$ cat config.mk
export PLATFORM = sky130hd
export DESIGN_NAME = csv_field_tokenizer
export DESIGN_NICKNAME = d
export VERILOG_FILES = /design/src/sv/csvt_pkg.sv /design/src/sv/csv_field_tokenizer.sv /design/src/sv/csvt_step.sv
export SDC_FILE = /design/constraint.sdc
export NUM_CORES = 1
export LEC_CHECK = 0
export ABC_AREA = 1
export BUFFER_PORTS_ARGS = -buffer_cell sky130_fd_sc_hd__buf_2
export CORE_AREA = 2 2 146 148
export CTS_BUF_LIST = sky130_fd_sc_hd__clkbuf_16
export CTS_CLUSTER_DIAMETER = 30
export DETAILED_ROUTE_END_ITERATION = 8
export DIE_AREA = 0 0 148 150
export GPL_ROUTABILITY_DRIVEN = 0
export GPL_TIMING_DRIVEN = 0
export PLACE_DENSITY = 0.54
export SLEW_MARGIN = 20
export SYNTH_ARGS = -nofsm -noshare
export SYNTH_HDL_FRONTEND = slang
export SYNTH_SLANG_ARGS = --single-unit
$ cat constraint.sdc
create_clock -name clk -period 6.15 [get_ports clk]
set_clock_uncertainty 0.05 [all_clocks]
set_input_delay 0.9225 -clock clk [delete_from_list [all_inputs] [get_ports clk]]
set_output_delay 0.9225 -clock clk [all_outputs]
set_load 0.005 [all_outputs]
$ cat src/sv/csvt_pkg.sv
// Package with the shared types, constants and register codes of the CSV field tokenizer.
package csvt_pkg;

	// Parameter defaults.
	localparam int DEFAULT_FIELD_CAPACITY = 1024;
	localparam int DEFAULT_MAX_COLUMNS    = 256;
	localparam int DEFAULT_MAX_RECORDS    = 65536;

	// Field widths.
	localparam int BYTE_W   = 8;
	localparam int LEN_W    = 10;
	localparam int COL_W    = 9;
	localparam int REC_W    = 16;
	localparam int CFG_IX_W = 2;
	localparam int CFG_D_W  = 10;

	// Configuration register indexes.
	localparam logic [CFG_IX_W-1:0] REG_DELIMITER = 2'd0;
	localparam logic [CFG_IX_W-1:0] REG_QUOTE     = 2'd1;
	localparam logic [CFG_IX_W-1:0] REG_NEWLINE   = 2'd2;
	localparam logic [CFG_IX_W-1:0] REG_MAX_LEN   = 2'd3;

	// Configuration reset values.
	localparam logic [BYTE_W-1:0] RST_DELIMITER = 8'd44;
	localparam logic [BYTE_W-1:0] RST_QUOTE     = 8'd34;
	localparam logic [BYTE_W-1:0] RST_NEWLINE   = 8'd10;
	localparam logic [LEN_W-1:0]  RST_MAX_LEN   = 10'd255;

	typedef enum logic [1:0] {
		MODE_PLAIN  = 2'd0,
		MODE_QUOTED = 2'd1,
		MODE_AFTER  = 2'd2
	} mode_t;

	typedef struct packed {
		mode_t              mode;
		logic [LEN_W-1:0]   stored_length;
		logic [COL_W-1:0]   field_counter;
		logic [REC_W-1:0]   record_counter;
	} state_t;

	typedef struct packed {
		logic [BYTE_W-1:0]  delimiter_char;
		logic [BYTE_W-1:0]  quote_char;
		logic [BYTE_W-1:0]  newline_char;
		logic [LEN_W-1:0]   max_field_len;
	} cfg_t;

	typedef struct packed {
		logic               emit;
		logic               byte_valid;
		logic [BYTE_W-1:0]  out_byte;
		logic               field_end;
		logic               record_end;
		logic [LEN_W-1:0]   field_length;
		logic [COL_W-1:0]   column_count;
		logic [REC_W-1:0]   record_index;
	} result_t;

endpackage

$ cat src/sv/csv_field_tokenizer.sv
// Top level of the streaming CSV field tokenizer with its result register and config port.
// The tokenizer takes one CSV byte, or an end-of-input mark, per input beat and turns the
// stream into field content bytes, field ends and record ends, in the RFC 4180 style:
// quoted content, doubled quotes collapsed to one, delimiter and newline bytes that are
// configurable, and a field length limit beyond which content bytes are dropped. Each
// input beat yields at most one result beat; beats that only change the quoting mode,
// dropped bytes and an end-of-input mark with nothing pending give none. The block takes
// one input beat per cycle unless a held result stalls it: all of the work is done by the
// decode logic between the tokenizer state and the single result register, and a new
// beat is accepted whenever that register is empty or is being drained in the same cycle.
// Configuration is written through its own channel, which is always ready, and should be
// written only while the block is idle.
module csv_field_tokenizer #(
	parameter int FIELD_CAPACITY = csvt_pkg::DEFAULT_FIELD_CAPACITY,
	parameter int MAX_COLUMNS    = csvt_pkg::DEFAULT_MAX_COLUMNS,
	parameter int MAX_RECORDS    = csvt_pkg::DEFAULT_MAX_RECORDS
) (
	input  logic                          clk,
	input  logic                          arst_n,
	// Configuration write channel.
	input  logic                          cfg_valid,
	output logic                          cfg_ready,
	input  logic [csvt_pkg::CFG_IX_W-1:0] cfg_index,
	input  logic [csvt_pkg::CFG_D_W-1:0]  cfg_data,
	// Input channel.
	input  logic                          in_valid,
	output logic                          in_ready,
	input  logic                          kind,
	input  logic [csvt_pkg::BYTE_W-1:0]   data_byte,
	// Result channel.
	output logic                          out_valid,
	input  logic                          out_ready,
	output logic                          byte_valid,
	output logic [csvt_pkg::BYTE_W-1:0]   out_byte,
	output logic                          field_end,
	output logic                          record_end,
	output logic [csvt_pkg::LEN_W-1:0]    field_length,
	output logic [csvt_pkg::COL_W-1:0]    column_count,
	output logic [csvt_pkg::REC_W-1:0]    record_index
);
	import csvt_pkg::*;

	cfg_t    cfg_q;
	state_t  state_q;
	state_t  state_nxt;
	result_t res;
	result_t res_q;
	logic    out_valid_q;
	logic    in_acc;

	// The configuration registers never stall a write.
	assign cfg_ready = 1'b1;

	// A new beat enters when the result register is free or empties in this cycle.
	assign in_ready = !out_valid_q || out_ready;
	assign in_acc   = in_valid && in_ready;

	csvt_step #(
		.FIELD_CAPACITY (FIELD_CAPACITY),
		.MAX_COLUMNS    (MAX_COLUMNS),
		.MAX_RECORDS    (MAX_RECORDS)
	) u_step (
		.cur       (state_q),
		.cfg       (cfg_q),
		.kind      (kind),
		.data_byte (data_byte),
		.nxt       (state_nxt),
		.res       (res)
	);

	// Configuration registers. Index codes outside the list are ignored.
	always_ff @(posedge clk or negedge arst_n) begin
		if (!arst_n) begin
			cfg_q.delimiter_char <= RST_DELIMITER;
			cfg_q.quote_char     <= RST_QUOTE;
			cfg_q.newline_char   <= RST_NEWLINE;
			cfg_q.max_field_len  <= RST_MAX_LEN;
		end else if (cfg_valid && cfg_ready) begin
			unique case (cfg_index)
				REG_DELIMITER: cfg_q.delimiter_char <= cfg_data[BYTE_W-1:0];
				REG_QUOTE:     cfg_q.quote_char     <= cfg_data[BYTE_W-1:0];
				REG_NEWLINE:   cfg_q.newline_char   <= cfg_data[BYTE_W-1:0];
				REG_MAX_LEN:   cfg_q.max_field_len  <= cfg_data[LEN_W-1:0];
				default: begin
				end
			endcase
		end
	end

	// Tokenizer state and the result-register valid flag.
	always_ff @(posedge clk or negedge arst_n) begin
		if (!arst_n) begin
			state_q.mode           <= MODE_PLAIN;
			state_q.stored_length  <= '0;
			state_q.field_counter  <= '0;
			state_q.record_counter <= '0;
			out_valid_q            <= 1'b0;
		end else begin
			if (in_acc) begin
				state_q     <= state_nxt;
				out_valid_q <= res.emit;
			end else if (out_ready) begin
				out_valid_q <= 1'b0;
			end
		end
	end

	// Result payload; it loads only when an accepted beat yields a result.
	always_ff @(posedge clk) begin
		if (in_acc && res.emit) begin
			res_q <= res;
		end
	end

	assign out_valid    = out_valid_q;
	assign byte_valid   = res_q.byte_valid;
	assign out_byte     = res_q.out_byte;
	assign field_end    = res_q.field_end;
	assign record_end   = res_q.record_end;
	assign field_length = res_q.field_length;
	assign column_count = res_q.column_count;
	assign record_index = res_q.record_index;

`ifndef SYNTHESIS
	// A result carries either a content byte or a field end, never both.
	a_byte_xor_end: assert property (@(posedge clk) disable iff (!arst_n)
		out_valid_q |-> !(res_q.byte_valid && res_q.field_end))
		else $error("content byte and field end in one result");

	// Every record end also closes a field.
	a_record_has_field: assert property (@(posedge clk) disable iff (!arst_n)
		out_valid_q && res_q.record_end |-> res_q.field_end)
		else $error("record end without field end");

	// End of input leaves the tokenizer in plain mode with the field state cleared.
	a_eoi_clears: assert property (@(posedge clk) disable iff (!arst_n)
		in_acc && kind |=> state_q.mode == MODE_PLAIN && state_q.stored_length == '0
			&& state_q.field_counter == '0)
		else $error("end of input did not clear the field state");

	// A held result blocks new input.
	a_hold_blocks_input: assert property (@(posedge clk) disable iff (!arst_n)
		out_valid_q && !out_ready |-> !in_ready)
		else $error("input accepted while a result is held");

	// The record counter only moves on a completed record.
	a_record_count_step: assert property (@(posedge clk) disable iff (!arst_n)
		!(in_acc && res.record_end) |=> $stable(state_q.record_counter))
		else $error("record counter changed without a record end");
`endif

endmodule

$ cat src/sv/csvt_step.sv
// Combinational next-state and result logic for one input beat of the CSV tokenizer.
module csvt_step #(
	parameter int FIELD_CAPACITY = csvt_pkg::DEFAULT_FIELD_CAPACITY,
	parameter int MAX_COLUMNS    = csvt_pkg::DEFAULT_MAX_COLUMNS,
	parameter int MAX_RECORDS    = csvt_pkg::DEFAULT_MAX_RECORDS
) (
	input  csvt_pkg::state_t  cur,
	input  csvt_pkg::cfg_t    cfg,
	input  logic              kind,
	input  logic [7:0]        data_byte,
	output csvt_pkg::state_t  nxt,
	output csvt_pkg::result_t res
);
	import csvt_pkg::*;

	typedef enum logic [1:0] {
		ACT_NONE,
		ACT_PUSH,
		ACT_FIELD,
		ACT_RECORD
	} act_t;

	localparam logic [16:0] CAP_LIMIT = 17'(FIELD_CAPACITY - 1);
	localparam logic [16:0] COL_LIM   = 17'(MAX_COLUMNS);
	localparam logic [24:0] REC_LIM   = 25'(MAX_RECORDS);

	act_t        act;
	mode_t       mode_after;
	logic [16:0] limit;
	logic        full;
	logic        col_inc_ok;
	logic        rec_inc_ok;
	logic        is_delim;
	logic        is_quote;
	logic        is_nl;

	assign is_delim   = (data_byte == cfg.delimiter_char);
	assign is_quote   = (data_byte == cfg.quote_char);
	assign is_nl      = (data_byte == cfg.newline_char);
	assign limit      = (17'(cfg.max_field_len) > CAP_LIMIT) ? CAP_LIMIT
	                                                        : 17'(cfg.max_field_len);
	assign full       = (17'(cur.stored_length) >= limit);
	assign col_inc_ok = ((17'(cur.field_counter) + 17'd1) < COL_LIM);
	assign rec_inc_ok = ((25'(cur.record_counter) + 25'd1) < REC_LIM);

	// Pick the action and the mode that follows from the byte class.
	always_comb begin
		act        = ACT_NONE;
		mode_after = cur.mode;
		if (kind) begin
			mode_after = MODE_PLAIN;
			if (cur.stored_length != '0 || cur.field_counter != '0) begin
				act = ACT_RECORD;
			end
		end else if (cur.mode == MODE_QUOTED) begin
			if (is_quote) begin
				mode_after = MODE_AFTER;
			end else begin
				act = ACT_PUSH;
			end
		end else if (cur.mode == MODE_AFTER && is_quote) begin
			mode_after = MODE_QUOTED;
			act        = ACT_PUSH;
		end else begin
			// Plain handling, also for a byte that follows a closing quote.
			mode_after = MODE_PLAIN;
			if (is_delim) begin
				act = ACT_FIELD;
			end else if (is_quote) begin
				mode_after = MODE_QUOTED;
			end else if (is_nl) begin
				act = ACT_RECORD;
			end else begin
				act = ACT_PUSH;
			end
		end
	end

	always_comb begin
		nxt              = cur;
		nxt.mode         = mode_after;
		res              = '0;
		res.record_index = cur.record_counter;
		unique case (act)
			ACT_PUSH: begin
				if (!full) begin
					nxt.stored_length = cur.stored_length + LEN_W'(1);
					res.emit          = 1'b1;
					res.byte_valid    = 1'b1;
					res.out_byte      = data_byte;
				end
			end
			ACT_FIELD: begin
				res.emit          = 1'b1;
				res.field_end     = 1'b1;
				res.field_length  = cur.stored_length;
				nxt.stored_length = '0;
				if (col_inc_ok) begin
					nxt.field_counter = cur.field_counter + COL_W'(1);
				end
			end
			ACT_RECORD: begin
				res.emit          = 1'b1;
				res.field_end     = 1'b1;
				res.record_end    = 1'b1;
				res.field_length  = cur.stored_length;
				res.column_count  = cur.field_counter + COL_W'(1);
				nxt.stored_length = '0;
				nxt.field_counter = '0;
				if (rec_inc_ok) begin
					nxt.record_counter = cur.record_counter + REC_W'(1);
				end
			end
			default: begin
			end
		endcase
		if (kind) begin
			nxt.stored_length = '0;
			nxt.field_counter = '0;
		end
	end

endmodule

Yosys cells after proc, flatten, opt, wreduce, memory -nomap -nowiden
Cells that the tools add are included.
{"block": "word_totals", "elab_cells": 86, "in_bits": 26, "out_inout_bits": 49, "reg_bits": 118}
{"block": "op_classes", "addsub": 5, "order_cmp": 3, "n_reduce_logical": 22, "n_mux": 25, "n_eq_ne": 14, "n_bitwise": 1}
{"op": "< comparator 25 x 17 -> 1 bit (second input constant)", "count": 1}
{"op": "equality test 8 bit", "count": 3}
{"op": "2-to-1 mux 2 bit", "count": 12}
{"op": "2-to-1 mux 10 bit", "count": 2}
{"op": "case mux 10 bit (2 select lines)", "count": 1}
{"op": "2-to-1 mux 19 bit", "count": 1}
{"op": "case mux 9 bit (2 select lines)", "count": 1}
{"op": "adder 16 x 1 -> 17 bit (second input constant)", "count": 1}
{"op": "< comparator 17 x 9 -> 1 bit (second input constant)", "count": 1}
{"op": "adder 16 x 1 -> 16 bit (second input constant)", "count": 1}
{"op": "adder 10 x 1 -> 10 bit (second input constant)", "count": 1}
{"op": "adder 9 x 1 -> 10 bit (second input constant)", "count": 1}
{"op": "equality test 2 bit (second input constant)", "count": 5}
{"op": ">= comparator 10 bit", "count": 1}
{"op": "AND reduction 2 bit", "count": 5}
{"op": "nonzero test 10 bit", "count": 1}
{"op": "adder 9 x 1 -> 9 bit (second input constant)", "count": 1}
{"op": "2-to-1 mux 9 bit", "count": 1}
{"op": "AND reduction 3 bit", "count": 3}
{"op": "nonzero test 9 bit", "count": 1}
{"op": "equality test 2 x 1 -> 1 bit (second input constant)", "count": 3}
{"op": "2-to-1 mux 1 bit", "count": 6}
{"op": "!= test 3 x 2 -> 1 bit (second input constant)", "count": 2}
{"op": "nonzero test 3 bit", "count": 2}
{"op": "other kinds (9)", "count": 13}

Depth between registers and ports, before layout
{"block": "logic_depth", "ltp_word": 11, "mapped_depth": 15, "mapped_depth_nobuf": 15}

Modules after synthesis
A second synthesis with hierarchy kept.
{"block": "unflattened", "hier_cells": 917, "hier_area_um2": 7025.5}
{"module": "csv_field_tokenizer", "cells_each": 366, "area_each_um2": 4281.6, "n_inst": 1}
{"module": "csvt_step", "cells_each": 551, "area_each_um2": 2743.9, "n_inst": 1}

Least setup slack after synthesis
Ideal clock, no wire load.
{"block": "synth_path", "path_kind": "input-to-reg", "from": "input data_byte[6] in the netlist's numbering", "to": "register res_q (netlist bit byte_valid), enable pin", "path_stages": 10, "n_path_buf": 1, "setup_slack_ps": 542, "t_arrival_ps": 5045, "path_cell_list": "buf_6 > xnor2_2 > nand2_1 > nor2_2 > nand3_1 > nand2_2 > nand2_4 > nand2_4 > nand2_2 > o21ai_0"}
{"block": "synth_between", "elab_chain_cells": 11, "word_cells_on_any_way": 17}
{"item": "start, declared", "line": "csv_field_tokenizer.sv:29", "source": "input logic [csvt_pkg::BYTE_W-1:0] data_byte,"}
{"item": "equality test 8 bit", "line": "csvt_step.sv:39", "source": "assign is_nl = (data_byte == cfg.newline_char);"}
{"item": "2-to-1 mux 2 bit", "line": "csvt_step.sv:71", "source": "end else if (is_nl) begin"}
{"item": "2-to-1 mux 2 bit", "line": "csvt_step.sv:69", "source": "end else if (is_quote) begin"}
{"item": "2-to-1 mux 2 bit", "line": "csvt_step.sv:67", "source": "if (is_delim) begin"}
{"item": "2-to-1 mux 2 bit", "line": "csvt_step.sv:61", "source": "end else if (cur.mode == MODE_AFTER && is_quote) begin"}
{"item": "2-to-1 mux 2 bit *", "line": "csvt_step.sv:55", "source": "end else if (cur.mode == MODE_QUOTED) begin"}
{"item": "2-to-1 mux 2 bit *", "line": "csvt_step.sv:50", "source": "if (kind) begin"}
{"item": "equality test 2 bit", "line": "csvt_step.sv:84", "source": "unique case (act)"}
{"item": "OR reduction 2 bit (no line)"}
{"item": "case mux 1 bit (2 select lines) *", "line": "csvt_step.sv:84"}
{"item": "logical AND 1 bit *", "line": "csv_field_tokenizer.sv:110", "source": "if (in_acc && res.emit) begin"}
{"item": "end signal, assigned", "line": "csv_field_tokenizer.sv:111", "source": "res_q <= res;"}
{"item": "end, declared", "line": "csv_field_tokenizer.sv:47", "source": "result_t res_q;"}
Mark *: on every way between the ends. The rest lies on a longest branch, timed or not.
A chain may end at the register's enable or synchronous reset.

Worst setup path after layout
{"block": "layout_path", "from": "register cfg_q[5] in the netlist's numbering", "to": "register res_q (netlist bit out_byte[5]), enable pin"}
{"block": "layout_between", "elab_chain_cells": 4}
{"item": "start, declared", "line": "csv_field_tokenizer.sv:43", "source": "cfg_t cfg_q;"}
{"item": ">= comparator 10 bit", "line": "csvt_step.sv:42", "source": "assign full = (17'(cur.stored_length) >= limit);"}
{"item": "2-to-1 mux 10 bit", "line": "csvt_step.sv:86", "source": "if (!full) begin"}
{"item": "case mux 1 bit (2 select lines)", "line": "csvt_step.sv:84"}
{"item": "logical AND 1 bit", "line": "csv_field_tokenizer.sv:110"}
No other way between the ends.

==> impl_results.md <==
- Worst path top cell family by delay: flip-flops
- DP HPWL: 10,130 um
- Kind of critical path: reg2reg
- Complex-gate fraction of the synthesized area: 4.917%
- Vias in the first global route: 4,349
- Num CTS Buffers: 17
- Largest family of logic cells by synthesized area: simple AND/OR/NAND/NOR gates
- Wire per inst: 12.84 um
- Initial antenna violation count: 0
- Fin. Hold Viols: 0
- H-tree depth: 4
- Fin crit share: 41.67%
- Avg Cell Area, Syn: 8.802 um^2
- Sequential-to-total area share from yosys stat: 52.87%
- Antenna cells: 0
- CP Data Arrival Time: 2.63 ns
- Max Cap Viol: 0
- CP Max Fanout: 22
- Hold_buf cts: 0
- Finished Cell Area: 7415 um^2
- RSZ-0062 raised after global routing: false
- IO buf count: 71
- 1st-pass router iterations: 4
- Clock sinks: 118
- Yosys cell types: 39
- Leak: 3.544 nW
- Max clock buf depth: 2
- Vias post-DR: 4,556
- CP peak stage delay: 0.53 ns
- Area after DPL: 6852 um^2
- Commonest cells in the synthesized netlist: nand2_1, inv_1, nor2_1
- Slowest CP cell: dfstp_2
- Avg Vias per Cell: 4.262
- Max-slew headroom: 66.12%
- Startpoint types: flop
- Filler cells: 2,170
- HP Class: in2async
- Worst Tran Pin Value: 0.5036 ns
- Share of cells above drive strength 1: 20.65%
- Top cells by area, synth: dfrtp_1, edfxtp_1, nand2_1, dfstp_2, inv_1
- Reg2reg setup slack: 3.59 ns
- Dpl ws: 3.150 ns
- Synth top area share: 23.55%
- Power Dens Cells: 369.9 nW/um^2
- Root Buffer: clkbuf_16
- Final worst slack: 3.587 ns
- Global-route wire length before repair: 22,760 um
- Die Span X: 148 um
- Post-Synth Adder-Cell Area: 3.099%
- Status: completed
- DR iter-0 viols: 161
- IO Pins: 75
- Peak VDD IR: 0.0001625 V
- Wirelength, routed: 13,720 um
- Layout area overhead: 22.44%
- Req. time, crit path: 6.22 ns
- Max frequency: 0.3902 GHz
- Post-Syn Area: 6056 um^2
- Post-layout util: 35.84%
- Core area: 20,690 um^2
- Effective utilization at floorplan: 29.27%
- Synth area leader: dfrtp_1
- Critical path's most frequent cell: o21ai_0
- Largest net degree at the start of global routing: 53
- Post-Synth Simple-Gate Area: 25.62%
- Row count: 53
- Seq cells post-synth: 118
- Gr usage total: 13.24%
- Die height: 150 um
- Post-Synth XOR/XNOR Area: 5.475%
- Syn. warnings: 0
- Final layout net count: 822
- Overall power: 2.743 mW
- GR Overflow Total: 0
- Crit-path cells: inv_1 -> ha_1 -> a21oi_1 -> o21ai_0 -> nand2_1 -> o21ai_0 -> nor2_1 -> nand4_1 -> buf_4 -> o21ai_4 -> buf_16
- Syn nets: 729
- Setup bufs post-CTS: 0
- CTS tree: built
- Post-synth EDFFs: 46
- Post-synth top flop: dfrtp_1
- Mapped Cells: 688
- WP buf/inv: 3
- Final Critical Period: 2.563 ns
- Most frequent cell after synthesis: nand2_1
- Mux contribution to synthesized area: 0%
- Die area: 22,200 um^2
- Clock Latency Late Sink: 0.42 ns
- Remaining antenna violation count: 0
- Endpoints failing setup: 0
- Post-cts sizing count: 0
- Clock-pin slew on the worst setup and hold paths: 0.06 ns
- Drt drc: 0
- Asr flop ratio synth: 61.02%
- Crit end category: flop
- Fin. max-slew vios: 0
==> state kept, by name, summed over array words and instances, names as in the netlist <==
register	flops
state_q	37
column_count	9
out_valid	1
byte_valid	1
record_end	1
field_end	1
record_index	16
out_byte	8
cfg_q	34
field_length	10
==> stage by stage <==
stage          hold slack, ns  TNS (ns)  std cells
2_1_floorplan          0.4030         0        688
3_3_place_gp           0.4172    -63.15       1034
3_5_place_dp           0.4247         0       1037
4_1_cts                0.3240         0       1069
5_1_grt                0.3411         0       1069
6_report               0.3297         0       1069
==> kinds of logic (layout without fill, tap and decap cells) <==
kind of cell / count (synthesis) / count (layout)
buffers and inverters: 112 / 218
flip-flops: 118 / 118
adder cells (fa/ha/maj): 15 / 15
XOR/XNOR: 37 / 37
AND/OR/NAND/NOR: 353 / 353
AO/OA/AOI/OAI: 52 / 52
other: 1 / 1
==> cell usage in the layout (no fill, tap or decap), types with 9 or more instances in the layout <==
cell         n
nor2_1      67
nand2_1    189
xnor2_1     16
nand3_1     41
dfstp_2     15
clkbuf_16   18
o21ai_0     35
ha_1        15
edfxtp_1    46
dfrtp_1     57
inv_1       86
xor2_1      20
nand4_1     24
inv_2        9
buf_2       71
==> cell type report <==
cell class / count / area, um^2 / share of cell area, %
plain buffers: 16 / 121.4 / 1.637
clock buffers: 18 / 450.4 / 6.075
clock inverters: 14 / 112.6 / 1.519
inverters: 96 / 360.3 / 4.860
multi-input cells: 458 / 2384 / 32.15
flip-flops and latches: 118 / 3202 / 43.18
well taps: 275 / 344.1 / 4.641
repair buffers: 74 / 440.4 / 5.940
==> layer usage <==
metal	vias up	wire length (um)	track usage (%)
met3	8	364	2.988
met2	66	6622	21.44
met1	2084	6621	17.55
met5	-	0	0
met4	0	116	4.476
li1	2398	-	-
==> path summary, 6_finish.rpt <==
path,from,endpoint,cells past startpoint
worst max-delay path,cfg_q[5]$_DFFE_PN1P_,out_byte[5]$_SDFFCE_PP0P_,11
worst min-delay path,arst_n,cfg_q[16]$_DFFE_PN0P_,1
worst max register to register,cfg_q[5]$_DFFE_PN1P_,out_byte[5]$_SDFFCE_PP0P_,11
worst min register to register,cfg_q[10]$_DFFE_PN0P_,cfg_q[10]$_DFFE_PN0P_,2
max in group asynchronous,arst_n,cfg_q[23]$_DFFE_PN1P_,2
min in group clk,cfg_q[10]$_DFFE_PN0P_,cfg_q[10]$_DFFE_PN0P_,2
==> report_power, final <==
part / internal (mW) / switching (mW) / total [mW]
Sequential: 1.04 / 0.100 / 1.15
Clock: 0.549 / 0.394 / 0.944
Combinational: 0.261 / 0.393 / 0.654
Power figures use the tool's default switching activity.
